==> src/hw/rtl/rcgs_pkg.sv <==
package rcgs_pkg;

	// Field widths fixed by the item formats
	localparam int KIND_W  = 3;
	localparam int VALUE_W = 17;
	localparam int LEN_W   = 16;
	localparam int REGIDX_W = 3;
	localparam int CFGDATA_W = 32;

	// Register indexes
	localparam logic [REGIDX_W-1:0] REG_CONF_MASKS   = 3'd0;
	localparam logic [REGIDX_W-1:0] REG_CONF_COUNT   = 3'd1;
	localparam logic [REGIDX_W-1:0] REG_STRUCT_MASKS = 3'd2;
	localparam logic [REGIDX_W-1:0] REG_STRUCT_COUNT = 3'd3;
	localparam logic [REGIDX_W-1:0] REG_SEG_ENABLE   = 3'd4;
	localparam logic [REGIDX_W-1:0] REG_LONG_MIN     = 3'd5;
	localparam logic [REGIDX_W-1:0] REG_OVL_ENABLE   = 3'd6;

	// Metric kinds
	localparam logic [KIND_W-1:0] KIND_CONF_FRAC   = 3'd0;
	localparam logic [KIND_W-1:0] KIND_RUN_COUNT   = 3'd1;
	localparam logic [KIND_W-1:0] KIND_LONGEST     = 3'd2;
	localparam logic [KIND_W-1:0] KIND_LONG_FRAC   = 3'd3;
	localparam logic [KIND_W-1:0] KIND_STRUCT_FRAC = 3'd4;
	localparam logic [KIND_W-1:0] KIND_OVERLAP     = 3'd5;

	localparam logic [VALUE_W-1:0] FRAC_ONE = 17'd65536;
	localparam logic [VALUE_W-1:0] VALUE_MAX = 17'h1FFFF;

	typedef struct packed {
		logic [1:0] confidence_class;
		logic [2:0] structure_class;
		logic       end_of_protein;
	} residue_t;

	typedef struct packed {
		logic [KIND_W-1:0]  metric_kind;
		logic [1:0]         confidence_group;
		logic [1:0]         structure_group;
		logic [VALUE_W-1:0] metric_value;
		logic [LEN_W-1:0]   protein_length;
		logic               last_metric;
	} metric_t;

	// Configuration snapshot handed from the front to the back
	typedef struct packed {
		logic [15:0] conf_masks;
		logic [2:0]  conf_count;
		logic [31:0] struct_masks;
		logic [2:0]  struct_count;
		logic [3:0]  seg_enable;
		logic [15:0] long_min;
		logic        ovl_enable;
	} cfg_t;

endpackage

==> src/hw/rtl/rcgs_divider.sv <==
// Restoring divider: quotient = floor(num * 2^16 / den), one bit per cycle
module rcgs_divider #(
	parameter int NUM_BITS = 16,
	parameter int DEN_BITS = 16
) (
	input  logic                      clk,
	input  logic                      arst_n,
	input  logic                      start,
	input  logic [NUM_BITS-1:0]       num,
	input  logic [DEN_BITS-1:0]       den,
	output logic                      busy,
	output logic                      done,
	output logic [NUM_BITS+16-1:0]    quot
);
	localparam int Q_W = NUM_BITS + 16;
	localparam int CNT_W = $clog2(Q_W + 1);

	logic [Q_W-1:0]      dividend_q;
	logic [DEN_BITS:0]   rem_q;
	logic [DEN_BITS-1:0] den_q;
	logic [CNT_W-1:0]    cnt_q;
	logic [DEN_BITS:0]   shifted;
	logic [DEN_BITS:0]   diff;

	assign shifted = {rem_q[DEN_BITS-1:0], dividend_q[Q_W-1]};
	assign diff    = shifted - {1'b0, den_q};
	assign busy    = (cnt_q != '0);
	assign quot    = dividend_q;

	// Count one quotient bit per cycle and pulse done after the last one
	always_ff @(posedge clk or negedge arst_n) begin
		if (!arst_n) begin
			cnt_q <= '0;
			done  <= 1'b0;
		end else begin
			done <= 1'b0;
			if (start) begin
				cnt_q <= CNT_W'(Q_W);
			end else if (busy) begin
				cnt_q <= cnt_q - 1'b1;
				if (cnt_q == CNT_W'(1)) done <= 1'b1;
			end
		end
	end

	always_ff @(posedge clk) begin
		if (start) begin
			dividend_q <= {num, 16'd0};
			rem_q      <= '0;
			den_q      <= den;
		end else if (busy) begin
			if (!diff[DEN_BITS]) begin
				rem_q      <= diff;
				dividend_q <= {dividend_q[Q_W-2:0], 1'b1};
			end else begin
				rem_q      <= shifted;
				dividend_q <= {dividend_q[Q_W-2:0], 1'b0};
			end
		end
	end

endmodule

==> src/hw/rtl/rcgs_front.sv <==
// Counts group membership and runs per residue, snapshots totals on protein end
module rcgs_front #(
	parameter int CONF_GROUPS   = 4,
	parameter int STRUCT_GROUPS = 4,
	parameter int COUNT_BITS    = 16
) (
	input  logic                 clk,
	input  logic                 arst_n,
	input  rcgs_pkg::cfg_t       cfg,
	input  logic                 push,
	input  rcgs_pkg::residue_t   in_item,
	output logic                 full,
	// snapshot toward the back
	output logic                 snap_valid,
	input  logic                 snap_taken,
	output rcgs_pkg::cfg_t       snap_cfg,
	output logic [COUNT_BITS-1:0] snap_total,
	output logic [CONF_GROUPS-1:0][COUNT_BITS-1:0] snap_conf,
	output logic [STRUCT_GROUPS-1:0][COUNT_BITS-1:0] snap_struct,
	output logic [CONF_GROUPS*STRUCT_GROUPS-1:0][COUNT_BITS-1:0] snap_ovl,
	output logic [CONF_GROUPS-1:0][COUNT_BITS-1:0] snap_runs,
	output logic [CONF_GROUPS-1:0][COUNT_BITS-1:0] snap_longest,
	output logic [CONF_GROUPS-1:0][COUNT_BITS-1:0] snap_longres
);
	localparam logic [COUNT_BITS-1:0] CMAX = '1;
	localparam int CG_W = $clog2(CONF_GROUPS + 1);
	localparam int SG_W = $clog2(STRUCT_GROUPS + 1);

	logic [COUNT_BITS-1:0] total_q;
	logic [CONF_GROUPS-1:0][COUNT_BITS-1:0] conf_q, open_q, runs_q, longest_q, longres_q;
	logic [STRUCT_GROUPS-1:0][COUNT_BITS-1:0] struct_q;
	logic [CONF_GROUPS*STRUCT_GROUPS-1:0][COUNT_BITS-1:0] ovl_q;

	logic [CONF_GROUPS-1:0][COUNT_BITS-1:0] conf_n, open_n, runs_n, longest_n, longres_n;
	logic [STRUCT_GROUPS-1:0][COUNT_BITS-1:0] struct_n;
	logic [CONF_GROUPS*STRUCT_GROUPS-1:0][COUNT_BITS-1:0] ovl_n;
	logic [COUNT_BITS-1:0] total_n;
	logic [CONF_GROUPS-1:0] cmem, seg;
	logic [STRUCT_GROUPS-1:0] smem;
	logic [CG_W-1:0] nc;
	logic [SG_W-1:0] ns;
	logic ovl_on, accept;

	assign full   = snap_valid;
	assign accept = push && !full;

	function automatic logic [COUNT_BITS-1:0] sat_inc(input logic [COUNT_BITS-1:0] v);
		return (v == CMAX) ? v : v + 1'b1;
	endfunction

	// Clamp the group counts and build membership
	always_comb begin
		nc = (int'(cfg.conf_count) > CONF_GROUPS) ? CG_W'(CONF_GROUPS) : CG_W'(cfg.conf_count);
		ns = (int'(cfg.struct_count) > STRUCT_GROUPS) ? SG_W'(STRUCT_GROUPS)
			: SG_W'(cfg.struct_count);
		for (int p = 0; p < CONF_GROUPS; p++) begin
			cmem[p] = (p < 4) && (p < int'(nc))
				&& cfg.conf_masks[(p % 4) * 4 + int'(in_item.confidence_class)];
			seg[p] = (p < 4) && (p < int'(nc)) && cfg.seg_enable[p % 4];
		end
		for (int d = 0; d < STRUCT_GROUPS; d++)
			smem[d] = (d < 4) && (d < int'(ns))
				&& cfg.struct_masks[(d % 4) * 8 + int'(in_item.structure_class)];
		ovl_on = cfg.ovl_enable && (nc != '0) && (ns != '0);
	end

	// Next counter values for one residue, with runs closed on a non-member residue or at the protein end
	always_comb begin
		logic [COUNT_BITS-1:0] len;
		logic close;
		total_n = sat_inc(total_q);
		for (int p = 0; p < CONF_GROUPS; p++) begin
			conf_n[p]    = cmem[p] ? sat_inc(conf_q[p]) : conf_q[p];
			open_n[p]    = open_q[p];
			runs_n[p]    = runs_q[p];
			longest_n[p] = longest_q[p];
			longres_n[p] = longres_q[p];
			len = open_q[p];
			close = 1'b0;
			if (seg[p]) begin
				if (cmem[p]) open_n[p] = sat_inc(open_q[p]);
				else close = 1'b1;
				if (in_item.end_of_protein) begin
					len = open_n[p];
					close = 1'b1;
				end
			end
			if (close && len != '0) begin
				runs_n[p] = sat_inc(runs_q[p]);
				if (len > longest_q[p]) longest_n[p] = len;
				if (32'(len) >= 32'(cfg.long_min)) begin
					longres_n[p] = ({1'b0, longres_q[p]} + {1'b0, len} > {1'b0, CMAX})
						? CMAX : longres_q[p] + len;
				end
				open_n[p] = '0;
			end
		end
		for (int d = 0; d < STRUCT_GROUPS; d++)
			struct_n[d] = smem[d] ? sat_inc(struct_q[d]) : struct_q[d];
		for (int i = 0; i < CONF_GROUPS * STRUCT_GROUPS; i++)
			ovl_n[i] = (ovl_on && cmem[i / STRUCT_GROUPS] && smem[i % STRUCT_GROUPS])
				? sat_inc(ovl_q[i]) : ovl_q[i];
	end

	// Advance counters; on protein end hand the totals over and clear
	always_ff @(posedge clk or negedge arst_n) begin
		if (!arst_n) begin
			total_q    <= '0;
			conf_q     <= '0;
			open_q     <= '0;
			runs_q     <= '0;
			longest_q  <= '0;
			longres_q  <= '0;
			struct_q   <= '0;
			ovl_q      <= '0;
			snap_valid <= 1'b0;
		end else begin
			if (snap_taken) snap_valid <= 1'b0;
			if (accept) begin
				if (in_item.end_of_protein) begin
					total_q   <= '0;
					conf_q    <= '0;
					open_q    <= '0;
					runs_q    <= '0;
					longest_q <= '0;
					longres_q <= '0;
					struct_q  <= '0;
					ovl_q     <= '0;
					snap_valid <= 1'b1;
				end else begin
					total_q   <= total_n;
					conf_q    <= conf_n;
					open_q    <= open_n;
					runs_q    <= runs_n;
					longest_q <= longest_n;
					longres_q <= longres_n;
					struct_q  <= struct_n;
					ovl_q     <= ovl_n;
				end
			end
		end
	end

	// Snapshot payload
	always_ff @(posedge clk) begin
		if (accept && in_item.end_of_protein) begin
			snap_cfg     <= cfg;
			snap_total   <= total_n;
			snap_conf    <= conf_n;
			snap_struct  <= struct_n;
			snap_ovl     <= ovl_n;
			snap_runs    <= runs_n;
			snap_longest <= longest_n;
			snap_longres <= longres_n;
		end
	end

	assert property (@(posedge clk) disable iff (!arst_n)
		(accept && in_item.end_of_protein) |=> snap_valid && total_q == '0)
		else $error("protein end did not hand over and clear");
	assert property (@(posedge clk) disable iff (!arst_n)
		(accept && !in_item.end_of_protein && $past(1'b1)) |=> total_q != '0)
		else $error("residue total lost a residue");
	assert property (@(posedge clk) disable iff (!arst_n)
		(snap_valid && !snap_taken) |=> snap_valid && $stable(snap_total))
		else $error("snapshot dropped before the back took it");

endmodule

==> src/hw/rtl/rcgs_back.sv <==
// Walks the metric list of one snapshot, dividing fractions, into an output queue
module rcgs_back #(
	parameter int CONF_GROUPS   = 4,
	parameter int STRUCT_GROUPS = 4,
	parameter int COUNT_BITS    = 16,
	parameter int FIFO_DEPTH    = 4
) (
	input  logic                 clk,
	input  logic                 arst_n,
	input  logic                 snap_valid,
	output logic                 snap_taken,
	input  rcgs_pkg::cfg_t       snap_cfg,
	input  logic [COUNT_BITS-1:0] snap_total,
	input  logic [CONF_GROUPS-1:0][COUNT_BITS-1:0] snap_conf,
	input  logic [STRUCT_GROUPS-1:0][COUNT_BITS-1:0] snap_struct,
	input  logic [CONF_GROUPS*STRUCT_GROUPS-1:0][COUNT_BITS-1:0] snap_ovl,
	input  logic [CONF_GROUPS-1:0][COUNT_BITS-1:0] snap_runs,
	input  logic [CONF_GROUPS-1:0][COUNT_BITS-1:0] snap_longest,
	input  logic [CONF_GROUPS-1:0][COUNT_BITS-1:0] snap_longres,
	output logic                 empty,
	input  logic                 pop,
	output rcgs_pkg::metric_t    out_item
);
	localparam int CI_W = (CONF_GROUPS > 1) ? $clog2(CONF_GROUPS) : 1;
	localparam int SI_W = (STRUCT_GROUPS > 1) ? $clog2(STRUCT_GROUPS) : 1;
	localparam int CG_W = $clog2(CONF_GROUPS + 1);
	localparam int SG_W = $clog2(STRUCT_GROUPS + 1);
	localparam int PTR_W = $clog2(FIFO_DEPTH);
	localparam int Q_W = COUNT_BITS + 16;

	localparam logic [2:0] ST_IDLE = 3'd0;
	localparam logic [2:0] ST_PICK = 3'd1;
	localparam logic [2:0] ST_DIV  = 3'd2;
	localparam logic [2:0] ST_PUT  = 3'd3;

	logic [2:0]              state_q;
	logic [rcgs_pkg::KIND_W-1:0] kind_q;
	logic [CI_W-1:0]         cg_q;
	logic [SI_W-1:0]         sg_q;
	logic [CG_W-1:0]         nc;
	logic [SG_W-1:0]         ns;
	logic                    ovl_on, seg_cur, is_frac;
	logic [COUNT_BITS-1:0]   operand;
	logic [rcgs_pkg::VALUE_W-1:0] value_q;
	logic [Q_W-1:0]          quot;
	logic                    div_start, div_busy, div_done;
	logic                    is_last, has_next;
	logic [rcgs_pkg::KIND_W-1:0] next_kind;
	logic [CI_W-1:0]         next_cg;
	logic [SI_W-1:0]         next_sg;
	logic                    first_ok;
	logic [rcgs_pkg::KIND_W-1:0] first_kind;

	rcgs_pkg::metric_t       mem_q [FIFO_DEPTH];
	logic [PTR_W:0]          wr_q, rd_q;
	logic                    fifo_full, push_res;
	rcgs_pkg::metric_t       res;

	always_comb begin
		nc = (int'(snap_cfg.conf_count) > CONF_GROUPS) ? CG_W'(CONF_GROUPS)
			: CG_W'(snap_cfg.conf_count);
		ns = (int'(snap_cfg.struct_count) > STRUCT_GROUPS) ? SG_W'(STRUCT_GROUPS)
			: SG_W'(snap_cfg.struct_count);
		ovl_on = snap_cfg.ovl_enable && (nc != '0) && (ns != '0);
		seg_cur = (int'(cg_q) < 4) && snap_cfg.seg_enable[int'(cg_q) % 4];
	end

	// Pick the count for the current metric
	always_comb begin
		is_frac = 1'b1;
		case (kind_q)
			rcgs_pkg::KIND_CONF_FRAC:   operand = snap_conf[cg_q];
			rcgs_pkg::KIND_RUN_COUNT: begin
				operand = snap_runs[cg_q];
				is_frac = 1'b0;
			end
			rcgs_pkg::KIND_LONGEST: begin
				operand = snap_longest[cg_q];
				is_frac = 1'b0;
			end
			rcgs_pkg::KIND_LONG_FRAC:   operand = snap_longres[cg_q];
			rcgs_pkg::KIND_STRUCT_FRAC: operand = snap_struct[sg_q];
			rcgs_pkg::KIND_OVERLAP:     operand = snap_ovl[int'(cg_q) * STRUCT_GROUPS + int'(sg_q)];
			default:                    operand = '0;
		endcase
	end

	// First metric of a snapshot
	always_comb begin
		first_ok = 1'b1;
		first_kind = rcgs_pkg::KIND_CONF_FRAC;
		if (nc == '0) begin
			if (ns != '0) first_kind = rcgs_pkg::KIND_STRUCT_FRAC;
			else first_ok = 1'b0;
		end
	end

	// Step to the metric after the current one
	always_comb begin
		has_next  = 1'b1;
		next_kind = kind_q;
		next_cg   = cg_q;
		next_sg   = sg_q;
		case (kind_q)
			rcgs_pkg::KIND_CONF_FRAC, rcgs_pkg::KIND_LONG_FRAC: begin
				if (kind_q == rcgs_pkg::KIND_CONF_FRAC && seg_cur) begin
					next_kind = rcgs_pkg::KIND_RUN_COUNT;
				end else if (CG_W'(cg_q) + 1'b1 < nc) begin
					next_kind = rcgs_pkg::KIND_CONF_FRAC;
					next_cg   = cg_q + 1'b1;
				end else if (ns != '0) begin
					next_kind = rcgs_pkg::KIND_STRUCT_FRAC;
					next_cg   = '0;
					next_sg   = '0;
				end else begin
					has_next = 1'b0;
				end
			end
			rcgs_pkg::KIND_RUN_COUNT: next_kind = rcgs_pkg::KIND_LONGEST;
			rcgs_pkg::KIND_LONGEST:   next_kind = rcgs_pkg::KIND_LONG_FRAC;
			rcgs_pkg::KIND_STRUCT_FRAC: begin
				if (SG_W'(sg_q) + 1'b1 < ns) begin
					next_sg = sg_q + 1'b1;
				end else if (ovl_on) begin
					next_kind = rcgs_pkg::KIND_OVERLAP;
					next_cg   = '0;
					next_sg   = '0;
				end else begin
					has_next = 1'b0;
				end
			end
			rcgs_pkg::KIND_OVERLAP: begin
				if (SG_W'(sg_q) + 1'b1 < ns) begin
					next_sg = sg_q + 1'b1;
				end else if (CG_W'(cg_q) + 1'b1 < nc) begin
					next_cg = cg_q + 1'b1;
					next_sg = '0;
				end else begin
					has_next = 1'b0;
				end
			end
			default: has_next = 1'b0;
		endcase
		is_last = !has_next;
	end

	assign div_start = (state_q == ST_PICK) && is_frac && (snap_total != '0);

	rcgs_divider #(
		.NUM_BITS(COUNT_BITS),
		.DEN_BITS(COUNT_BITS)
	) u_div (
		.clk   (clk),
		.arst_n(arst_n),
		.start (div_start),
		.num   (operand),
		.den   (snap_total),
		.busy  (div_busy),
		.done  (div_done),
		.quot  (quot)
	);

	assign fifo_full = (wr_q[PTR_W] != rd_q[PTR_W]) && (wr_q[PTR_W-1:0] == rd_q[PTR_W-1:0]);
	assign empty     = (wr_q == rd_q);
	assign push_res  = (state_q == ST_PUT) && !fifo_full;
	// Release the snapshot after its last metric, or at once when it has none
	assign snap_taken = (push_res && is_last)
		|| ((state_q == ST_IDLE) && snap_valid && !first_ok);

	always_comb begin
		res.metric_kind      = kind_q;
		res.confidence_group = 2'(cg_q);
		res.structure_group  = 2'(sg_q);
		res.metric_value     = value_q;
		res.protein_length   = 16'(snap_total);
		res.last_metric      = is_last;
	end

	// Sequence the metrics of one snapshot
	always_ff @(posedge clk or negedge arst_n) begin
		if (!arst_n) begin
			state_q <= ST_IDLE;
			kind_q  <= rcgs_pkg::KIND_CONF_FRAC;
			cg_q    <= '0;
			sg_q    <= '0;
		end else begin
			case (state_q)
				ST_IDLE: begin
					if (snap_valid && first_ok) begin
						kind_q <= first_kind;
						cg_q   <= '0;
						sg_q   <= '0;
						state_q <= ST_PICK;
					end
				end
				ST_PICK: state_q <= div_start ? ST_DIV : ST_PUT;
				ST_DIV:  if (div_done) state_q <= ST_PUT;
				ST_PUT: begin
					if (push_res) begin
						if (has_next) begin
							kind_q <= next_kind;
							cg_q   <= next_cg;
							sg_q   <= next_sg;
							state_q <= ST_PICK;
						end else begin
							state_q <= ST_IDLE;
						end
					end
				end
				default: state_q <= ST_IDLE;
			endcase
		end
	end

	// Hold the metric value
	always_ff @(posedge clk) begin
		if (state_q == ST_PICK) begin
			if (!is_frac) value_q <= {1'b0, 16'(operand)};
			else if (snap_total == '0) value_q <= '0;
			else value_q <= '0;
		end else if (div_done) begin
			value_q <= (quot > Q_W'(rcgs_pkg::FRAC_ONE)) ? rcgs_pkg::FRAC_ONE
				: rcgs_pkg::VALUE_W'(quot);
		end
	end

	// Output queue
	always_ff @(posedge clk or negedge arst_n) begin
		if (!arst_n) begin
			wr_q <= '0;
			rd_q <= '0;
		end else begin
			if (push_res) wr_q <= wr_q + 1'b1;
			if (pop && !empty) rd_q <= rd_q + 1'b1;
		end
	end

	always_ff @(posedge clk) begin
		if (push_res) mem_q[wr_q[PTR_W-1:0]] <= res;
	end

	assign out_item = mem_q[rd_q[PTR_W-1:0]];

	assert property (@(posedge clk) disable iff (!arst_n)
		div_busy |-> state_q == ST_DIV)
		else $error("divider runs outside the divide step");
	assert property (@(posedge clk) disable iff (!arst_n)
		push_res |-> !fifo_full)
		else $error("result written into a full queue");
	assert property (@(posedge clk) disable iff (!arst_n)
		snap_taken |=> state_q == ST_IDLE)
		else $error("snapshot released before the walk ended");

endmodule

==> src/hw/rtl/residue_class_group_statistics.sv <==
// Residue class group statistics.
// Input queue port: push/full carry one residue (confidence class, structure
// class, end-of-protein mark) per push; one per cycle is taken while full is low.
// Result queue port: empty/pop; the oldest metric sits on the result ports
// while empty is low. Each protein end yields up to 36 metrics, last_metric
// set on the final one; when no groups are in use it yields none.
// Config: cfg_we/cfg_index/cfg_data write a register at once; write only idle.
// Counters update in the cycle a residue is taken. On the last residue the
// totals move to the metric sequencer; counts and lengths pass through its
// pick and put steps, fractions with a nonzero total also through a divide
// step in the one-bit-per-cycle divider. full stays high from the protein
// end until the sequencer has walked all metrics of that protein.
// When pop stalls, the 4-entry result queue fills and the sequencer holds.
// Reset clears all counters and loads register reset values.
module residue_class_group_statistics #(
	parameter int CONF_GROUPS   = 4,
	parameter int STRUCT_GROUPS = 4,
	parameter int COUNT_BITS    = 16
) (
	input  logic                     clk,
	input  logic                     arst_n,
	input  logic                     push,
	output logic                     full,
	input  rcgs_pkg::residue_t       in_item,
	output logic                     empty,
	input  logic                     pop,
	output rcgs_pkg::metric_t        out_item,
	input  logic                     cfg_we,
	input  logic [rcgs_pkg::REGIDX_W-1:0]  cfg_index,
	input  logic [rcgs_pkg::CFGDATA_W-1:0] cfg_data
);
	rcgs_pkg::cfg_t cfg_q, snap_cfg;
	logic snap_valid, snap_taken;
	logic [COUNT_BITS-1:0] snap_total;
	logic [CONF_GROUPS-1:0][COUNT_BITS-1:0] snap_conf, snap_runs, snap_longest, snap_longres;
	logic [STRUCT_GROUPS-1:0][COUNT_BITS-1:0] snap_struct;
	logic [CONF_GROUPS*STRUCT_GROUPS-1:0][COUNT_BITS-1:0] snap_ovl;

	// Configuration registers
	always_ff @(posedge clk or negedge arst_n) begin
		if (!arst_n) begin
			cfg_q.conf_masks   <= 16'd200;
			cfg_q.conf_count   <= 3'd2;
			cfg_q.struct_masks <= 32'd2105025;
			cfg_q.struct_count <= 3'd3;
			cfg_q.seg_enable   <= 4'd1;
			cfg_q.long_min     <= 16'd30;
			cfg_q.ovl_enable   <= 1'b1;
		end else if (cfg_we) begin
			case (cfg_index)
				rcgs_pkg::REG_CONF_MASKS:   cfg_q.conf_masks   <= cfg_data[15:0];
				rcgs_pkg::REG_CONF_COUNT:   cfg_q.conf_count   <= cfg_data[2:0];
				rcgs_pkg::REG_STRUCT_MASKS: cfg_q.struct_masks <= cfg_data;
				rcgs_pkg::REG_STRUCT_COUNT: cfg_q.struct_count <= cfg_data[2:0];
				rcgs_pkg::REG_SEG_ENABLE:   cfg_q.seg_enable   <= cfg_data[3:0];
				rcgs_pkg::REG_LONG_MIN:     cfg_q.long_min     <= cfg_data[15:0];
				rcgs_pkg::REG_OVL_ENABLE:   cfg_q.ovl_enable   <= cfg_data[0];
				default: ;
			endcase
		end
	end

	rcgs_front #(
		.CONF_GROUPS(CONF_GROUPS), .STRUCT_GROUPS(STRUCT_GROUPS), .COUNT_BITS(COUNT_BITS)
	) u_front (
		.clk(clk), .arst_n(arst_n), .cfg(cfg_q), .push(push), .in_item(in_item),
		.full(full), .snap_valid(snap_valid), .snap_taken(snap_taken),
		.snap_cfg(snap_cfg), .snap_total(snap_total), .snap_conf(snap_conf),
		.snap_struct(snap_struct), .snap_ovl(snap_ovl), .snap_runs(snap_runs),
		.snap_longest(snap_longest), .snap_longres(snap_longres)
	);

	rcgs_back #(
		.CONF_GROUPS(CONF_GROUPS), .STRUCT_GROUPS(STRUCT_GROUPS), .COUNT_BITS(COUNT_BITS),
		.FIFO_DEPTH(4)
	) u_back (
		.clk(clk), .arst_n(arst_n), .snap_valid(snap_valid), .snap_taken(snap_taken),
		.snap_cfg(snap_cfg), .snap_total(snap_total), .snap_conf(snap_conf),
		.snap_struct(snap_struct), .snap_ovl(snap_ovl), .snap_runs(snap_runs),
		.snap_longest(snap_longest), .snap_longres(snap_longres),
		.empty(empty), .pop(pop), .out_item(out_item)
	);

endmodule
==> config.mk <==
export PLATFORM = sky130hd
export DESIGN_NAME = residue_class_group_statistics
export DESIGN_NICKNAME = d
export VERILOG_FILES = /design/src/hw/rtl/rcgs_pkg.sv /design/src/hw/rtl/rcgs_divider.sv /design/src/hw/rtl/rcgs_front.sv /design/src/hw/rtl/rcgs_back.sv /design/src/hw/rtl/residue_class_group_statistics.sv
export SDC_FILE = /design/constraint.sdc
export NUM_CORES = 2
export LEC_CHECK = 0
export BUFFER_PORTS_ARGS = -buffer_cell sky130_fd_sc_hd__buf_2
export CORE_ASPECT_RATIO = 0.5
export CORE_MARGIN = 2
export CORE_UTILIZATION = 55
export CTS_BUF_LIST = sky130_fd_sc_hd__clkbuf_8 sky130_fd_sc_hd__clkbuf_16
export DETAILED_ROUTE_END_ITERATION = 8
export PLACE_DENSITY = 0.72
export SKIP_CTS_REPAIR_TIMING = 1
export SLEW_MARGIN = 10
export SYNTH_ARGS = -nofsm -noshare
export SYNTH_HDL_FRONTEND = slang
export SYNTH_SLANG_ARGS = --single-unit
==> constraint.sdc <==
create_clock -name clk -period 57.5 [get_ports clk]
set_input_delay 11.5 -clock clk [delete_from_list [all_inputs] [get_ports clk]]
set_output_delay 11.5 -clock clk [all_outputs]
set_load 0.02 [all_outputs]
After elaboration in Yosys (flattened, before gate mapping)
Memories as Yosys holds them, arrays and structs flattened.
Cells that the tools add are included.
Widths: inputs -> output; s select.
{"block": "classes", "addsub": 56, "n_lt_le_gt_ge": 39, "n_eq_ne": 68, "n_mux": 230, "reduce_logical": 96}
{"operator": "$mux 16", "count": 111}
{"operator": "$add 16x1->16 const B", "count": 33}
{"operator": "$eq 16x16->1 const B", "count": 33}
{"operator": "$mux 64", "count": 6}
{"operator": "$mux 256", "count": 1}
{"operator": "$bmux 16 s2", "count": 5}
{"operator": "$lt 32x6->1 const B", "count": 4}
{"operator": "$lt 32x7->1 const B", "count": 3}
{"operator": "$pmux 16 s6", "count": 1}
{"operator": "$reduce_bool 16->1", "count": 5}
{"operator": "$add 16x16->17", "count": 4}
{"operator": "$gt 17x16->1 const B", "count": 4}
{"operator": "$add 16x16->16", "count": 4}
{"operator": "$bmux 16 s4", "count": 1}
{"operator": "$ge 16x16->1", "count": 4}
{"operator": "$gt 16x16->1", "count": 4}
{"operator": "$mux 32", "count": 2}
{"operator": "$logic_and 1x1->1", "count": 52}
{"operator": "$mux 17", "count": 3}
{"operator": "$mux 3", "count": 17}
{"operator": "$mux 1", "count": 47}
{"operator": "$mux 2", "count": 17}
{"operator": "$gt 32x17->1 const B", "count": 1}
{"operator": "$pmux 3 s4", "count": 2}
{"operator": "53 further kinds", "count": 125}
{"block": "word_totals", "ff_bits": 1439, "ram_bits": 164, "inputBits": 46, "output_inout_bits": 43, "word_cells": 593, "n_memories": 1}
{"name": "u_back.mem_q", "depth": 4, "width": 41, "rd": 1, "rd_ports_with_merged_regs": 0, "wr": 1, "line_no": "rcgs_back.sv:54", "text": "rcgs_pkg::metric_t mem_q [FIFO_DEPTH];"}

Longest topological paths before layout
{"block": "logic_depth", "depth_word": 14, "mapped_depth": 22, "ltp_nobuf": 18}

By module
From an unflattened synthesis, not the netlist that was laid out.
{"block": "hier_totals", "cells_unflattened": 8300, "area_unflattened_um2": 89498.3}
{"module": "rcgs_front", "n_inst": 1, "cells_per_inst": 6933, "area_per_inst_um2": 70128.5, "seq_area_each_um2": 36470.0}
{"module": "rcgs_back", "n_inst": 1, "cells_per_inst": 856, "area_per_inst_um2": 12904.9, "seq_area_each_um2": 5810.6}
{"module": "rcgs_divider", "n_inst": 1, "cells_per_inst": 347, "area_per_inst_um2": 3560.9, "seq_area_each_um2": 1776.7}
{"module": "residue_class_group_statistics", "n_inst": 1, "cells_per_inst": 164, "area_per_inst_um2": 2904.0, "seq_area_each_um2": 1901.8}

Worst setup path before layout
OpenSTA, ideal clock, no wires.
{"block": "synth_path", "path_kind": "input to register", "start": "in in_item[0] (netlist name)", "end": "reg u_front.longres_q[59] (netlist name)", "setup_time_ns": 0.887, "arrival_ns": 29.762, "path_slack_ns": 26.851, "stages": 8, "n_path_buf": 5, "path_cell_list": "clkbuf_1 clkbuf_1 clkbuf_1 clkbuf_1 nand2_1 inv_1 clkbuf_1 nor3_1"}
{"block": "synth_between", "elab_chain_cells": 8, "elab_cells_between_ends": 14, "classes_between": "add/sub: 2; order compare: 2; mux: 8; reduce/logical: 2"}
{"element": "start, declared", "line_no": "residue_class_group_statistics.sv:24", "text": "input rcgs_pkg::residue_t in_item,"}
{"element": "$mux 16", "line_no": "rcgs_front.sv:83", "text": "if (in_item.end_of_protein) begin"}
{"element": "$mux 16", "line_no": "rcgs_front.sv:80", "text": "if (seg[p]) begin"}
{"element": "$add 16x16->17", "line_no": "rcgs_front.sv:92", "text": "longres_n[p] = ({1'b0, longres_q[p]} + {1'b0, len} > {1'b0, CMAX})"}
{"element": "$gt 17x16->1", "line_no": "rcgs_front.sv:92"}
{"element": "$mux 16", "line_no": "rcgs_front.sv:93", "text": "? CMAX : longres_q[p] + len;"}
{"element": "$mux 16", "line_no": "rcgs_front.sv:91", "text": "if (32'(len) >= 32'(cfg.long_min)) begin"}
{"element": "$mux 16", "line_no": "rcgs_front.sv:88", "text": "if (close && len != '0) begin"}
{"element": "$mux 64 (*)", "line_no": "rcgs_front.sv:120", "text": "if (in_item.end_of_protein) begin"}
{"element": "end signal, assigned", "line_no": "rcgs_front.sv:136", "text": "longres_q <= longres_n;"}
{"element": "end, declared", "line_no": "rcgs_front.sv:30", "text": "logic [CONF_GROUPS-1:0][COUNT_BITS-1:0] conf_q, open_q, runs_q, longest_q, longres_q;"}
Every way passes the cells marked *; elsewhere a longest branch is shown, timed or not.
A chain may end at the register's enable or synchronous reset.

Worst setup path in the final report
{"block": "layout_path", "start": "in in_item[4] (netlist name)", "end": "reg u_front.longest_q[46] (netlist name)"}
{"block": "layout_between", "elab_chain_cells": 12, "elab_cells_between_ends": 17, "classes_between": "add/sub: 1; order compare: 1; mux: 12; reduce/logical: 3"}
{"element": "$add 4x2->5 (*)", "line_no": "rcgs_front.sv:58", "text": "&& cfg.conf_masks[(p % 4) * 4 + int'(in_item.confidence_class)];"}
{"element": "$bmux 1 s4 (*)", "line_no": "rcgs_front.sv:58"}
{"element": "$mux 1 (implied by the code) (*) (2 in a row)", "line_no": "rcgs_front.sv:58"}
{"element": "$logic_and 1x1->1 (*)", "line_no": "rcgs_front.sv:58"}
{"element": "$mux 16", "line_no": "rcgs_front.sv:81", "text": "if (cmem[p]) open_n[p] = sat_inc(open_q[p]);"}
{"element": "$mux 16", "line_no": "rcgs_front.sv:83"}
{"element": "$mux 16", "line_no": "rcgs_front.sv:80"}
{"element": "$gt 16x16->1 or $reduce_bool 16->1 (tied branches)", "line_no": "rcgs_front.sv:90, rcgs_front.sv:88"}
{"element": "$mux 16 or $logic_and 1x1->1 (tied branches)", "line_no": "rcgs_front.sv:90, rcgs_front.sv:88"}
{"element": "$mux 16 (*)", "line_no": "rcgs_front.sv:88"}
{"element": "$mux 64 (*)", "line_no": "rcgs_front.sv:120"}
{"element": "end signal, assigned", "line_no": "rcgs_front.sv:135", "text": "longest_q <= longest_n;"}
{"element": "end, declared", "line_no": "rcgs_front.sv:30"}
Every way passes the cells marked *; elsewhere a longest branch is shown, timed or not. The select of a mux whose other input is x is not followed.

==> metrics.md <==
| Metric | Value |
|---|---|
| Status | completed |
| Final hold violation count | 0 |
| Finished Core Util | 0.601 |
| Relative slew margins | 0.136 |
| Synthesized netlist cell count | 7838 |
| DR pass1 iterations | 8 |
| Core footprint | 0.155 mm2 |
| Die Width | between 500 and 600 um |
| Synth Area in Adders | 0.0395 |
| Max Cap Viol | 0 |
| DRC viols | 0 |
| Period Utilization, post-route | 0.282 |
| All-layer global routing usage | 0.294 |
| Final setup viols | 0 |
| Fin Clk Skew | about 64 ps |
| Post-synth ARST share | 0.471 |
| RSZ-0062 raised after global routing | no |
| CTS tree | yes |
| Num CTS Buffers | between 150 and 200 |
| Initial antenna violation count | 11 |
| Hold WS | between 400 and 500 ps |
| Post-synthesis simple-gate area fraction | 0.145 |
| Grt ovf | 0 |
| Sequential area share after synthesis | 0.512 |
| Slew Limit Fails | 0 |
| Top cells by area, synth | edfxtp_1 29%, dfrtp_1 21%, mux4_2 5.6% |
| Initial Util | 0.555 |
| Clock latency on the worst-skew pair | between 800 and 900 ps |
| Wire per inst | ~24 um |
| Max Freq | between 60 and 70 MHz |
| Final min period | around 16000 ps |
| CP endpoint kind | register |
| Static Leak | 36.4 nW |
| Final setup TNS | 0 ps |
| Nets | approximately 8000 |
| Final ANT Viol Nets | 0 |
| Maximum vdd ir drop | about 28 uV |
| First-pass GRT wire length | around 370 mm |
| Crit path kind | primary input to register |
| Unique masters post-synth | 99 |
| I/O Buffers | between 80 and 90 |
| Synth Cell Area | between 0.08 and 0.09 mm2 |
| Area post-placement | about 0.088 mm2 |
| Clock tree buffer depth | 4 |
| Die area | roughly 0.16 mm2 |
| Pwr Total | around 3.6 mW |
| Largest area contributor in the netlist | edfxtp_1 |
| Root buffer cell | clkbuf_16 |
| Syn_nets | between 8000 and 9000 |
| Die height | roughly 280 um |
| Layout area overhead | 8.37% |
| Worst Path Required | approximately 58000 ps |
| Num Clock Sinks | between 1500 and 2000 |
| Pwr Density | 38.5 mW/mm2 |
| Syn_area_per_cell | roughly 11 um2 |
| Vias in the first global route | ~60000 |
| DPL Wire Length | between 150 and 200 mm |
| Post-Route WL | between 200 and 250 mm |
| HP Class | register to register |
| Post-synthesis mux area share | 0.0893 |
| H-tree levels | 4 |
| Post-synthesis xor/xnor area fraction | 0.0445 |
| Initial DRC Count | 8154 |
| Share of cells above drive strength 1 | 0.117 |
| Number of enable flip-flop cells after synthesis | between 800 and 900 |
| Largest family of logic cells by synthesized area | simple AND/OR/NAND/NOR gates |
| Top-area cell type share of the netlist area | 0.285 |
| IO Count | 89 |
| Cell Rows | 102 |
| GP Congestion | 0.931 |
| Avg Vias per Cell | roughly 6.5 |
| Post-synth top flop | edfxtp_1 |
| Yosys reg bits | around 1600 |
| Startpoint Class | primary input |
| Compound-Gate Fraction of Synth Area | 0.139 |
| Pin count of the biggest net entering global routing | 180 |
| Vias | ~65000 |
| Cell area after layout | 0.0931 mm2 |
| CP Max Fanout | 42 |
| CTS clk-pin slew, worst paths | approximately 70 ps |
| CP arrival | 16880 ps |
| Yosys warns | 0 |
| Slew @ Worst Pin | 1280 ps |
## Yosys cell counts, types with 187 or more instances
master / instances
nand2_1: 876
edfxtp_1: 816
dfrtp_1: 734
o21ai_0: 566
nor2_1: 455
clkbuf_1: 373
nand3_1: 373
a21oi_1: 273
xnor2_1: 267
ha_1: 263
mux4_2: 214
inv_1: 207
a22o_1: 197
mux2_2: 187
## where the power goes
part           total (mW)  switching (mW)  internal, mW  leakage (nW)
clock network        1.05           0.457         0.588          2.60
registers            1.52           0.127          1.40          17.6
logic                1.02           0.655         0.364          16.2
## final cells by class
class / count / area (um2)
Clock inverter: 95 / 863
Timing Repair Buffer: 178 / 1210
Clock buffer: 178 / 4210
Tap cell: 2080 / 2600
Fill cell: 12437 / 61800
Multi-Input combinational cell: 5563 / 39400
Inverter: 207 / 790
Antenna cell: 4 / 10.0
Sequential cell: 1602 / 44100
## worst paths after layout
check	start	end	slack, ps	cells after the start
min in group asynchronous	arst_n	u_front.ovl_q[255]	10750	1
setup reg to reg	u_front.open_q[0]	u_front.longres_q[13]	51500	16
max in group asynchronous	arst_n	u_front.ovl_q[102]	43740	4
setup / recovery	in_item[4]	u_front.longest_q[46]	41280	19
hold reg to reg	u_front.conf_q[11]	u_front.conf_q[11]	470	2
hold / removal	u_front.conf_q[11]	u_front.conf_q[11]	470	2
## logic make-up after synthesis
group                    count (synthesis)
AND/OR/NAND/NOR                       2582
AO/OA/AOI/OAI                         1802
flip-flops                            1602
buffers and inverters                  673
multiplexers                           474
XOR/XNOR                               437
adder cells (fa/ha/maj)                268
## layout by cell type (no fill, tap or decap), types with 32 or more instances in the layout
cell | Yosys | layout
o311ai_0 | 73 | 73
edfxtp_1 | 816 | 816
o211ai_1 | 45 | 45
nand3_1 | 373 | 373
nor4_1 | 88 | 88
or3_1 | 55 | 55
o21ai_0 | 566 | 563
ha_1 | 263 | 263
nand2b_1 | 44 | 43
dfxtp_1 | 32 | 32
nand2_1 | 876 | 875
and4_1 | 47 | 47
o21a_1 | 58 | 58
nor2_1 | 455 | 454
xnor2_1 | 267 | 267
buf_4 | 5 | 84
inv_1 | 207 | 233
a31oi_1 | 94 | 92
mux4_2 | 214 | 214
dfrtp_1 | 734 | 725
and2_1 | 50 | 46
a22o_1 | 197 | 197
and3_1 | 145 | 145
nand4_1 | 168 | 168
a21o_1 | 80 | 80
clkbuf_16 | 0 | 156
buf_2 | 41 | 86
o31ai_1 | 121 | 121
a211oi_1 | 34 | 34
nor3_1 | 151 | 150
mux2_2 | 187 | 187
nor2b_1 | 41 | 40
a21oi_1 | 273 | 273
mux2i_1 | 70 | 70
xor2_1 | 170 | 169
## routing by layer
layer  track usage  up-vias  share of wire  wire, um
li1              -    29228              -         -
met1         0.426    32124           0.42    101000
met2         0.442     2826           0.44    106000
met3        0.0584      482          0.093     22100
met4         0.105       12          0.038      9130
met5             0        -        0.00034        81
## critical path, stage by stage
cell	delay (ps)
buf_2	140
mux4_1	640
nand2_1	520
nor2_1	340
nand2_1	160
nor2_1	150
nand2_1	80
xnor2_1	630
ha_1	380
a21o_1	160
a21o_1	170
a21o_1	160
a21o_1	170
a211o_1	290
a221oi_1	430
nor3b_4	190
buf_4	290
and3_1	230
a22o_1	220
## metrics by stage
step | setup slack (ps) | std cells
global route | 40950 | 9903
global placement | 40750 | 9630
finish | 41280 | 9907
CTS | 41450 | 9903
floorplan | 26850 | 7838
detailed placement | 40650 | 9630
## sequential cells by signal (all words and copies together) (netlist names), 64 cells and up
signal                flops
cfg_q                    75
u_back.mem_q            164
u_front.conf_q           64
u_front.longest_q        64
u_front.longres_q        64
u_front.open_q           64
u_front.ovl_q           256
u_front.runs_q           64
u_front.snap_conf        64
u_front.snap_longest     64
u_front.snap_longres     64
u_front.snap_ovl        256
u_front.snap_runs        64
u_front.snap_struct      64
u_front.struct_q         64
No activity file was read; power rests on OpenSTA's default activity.
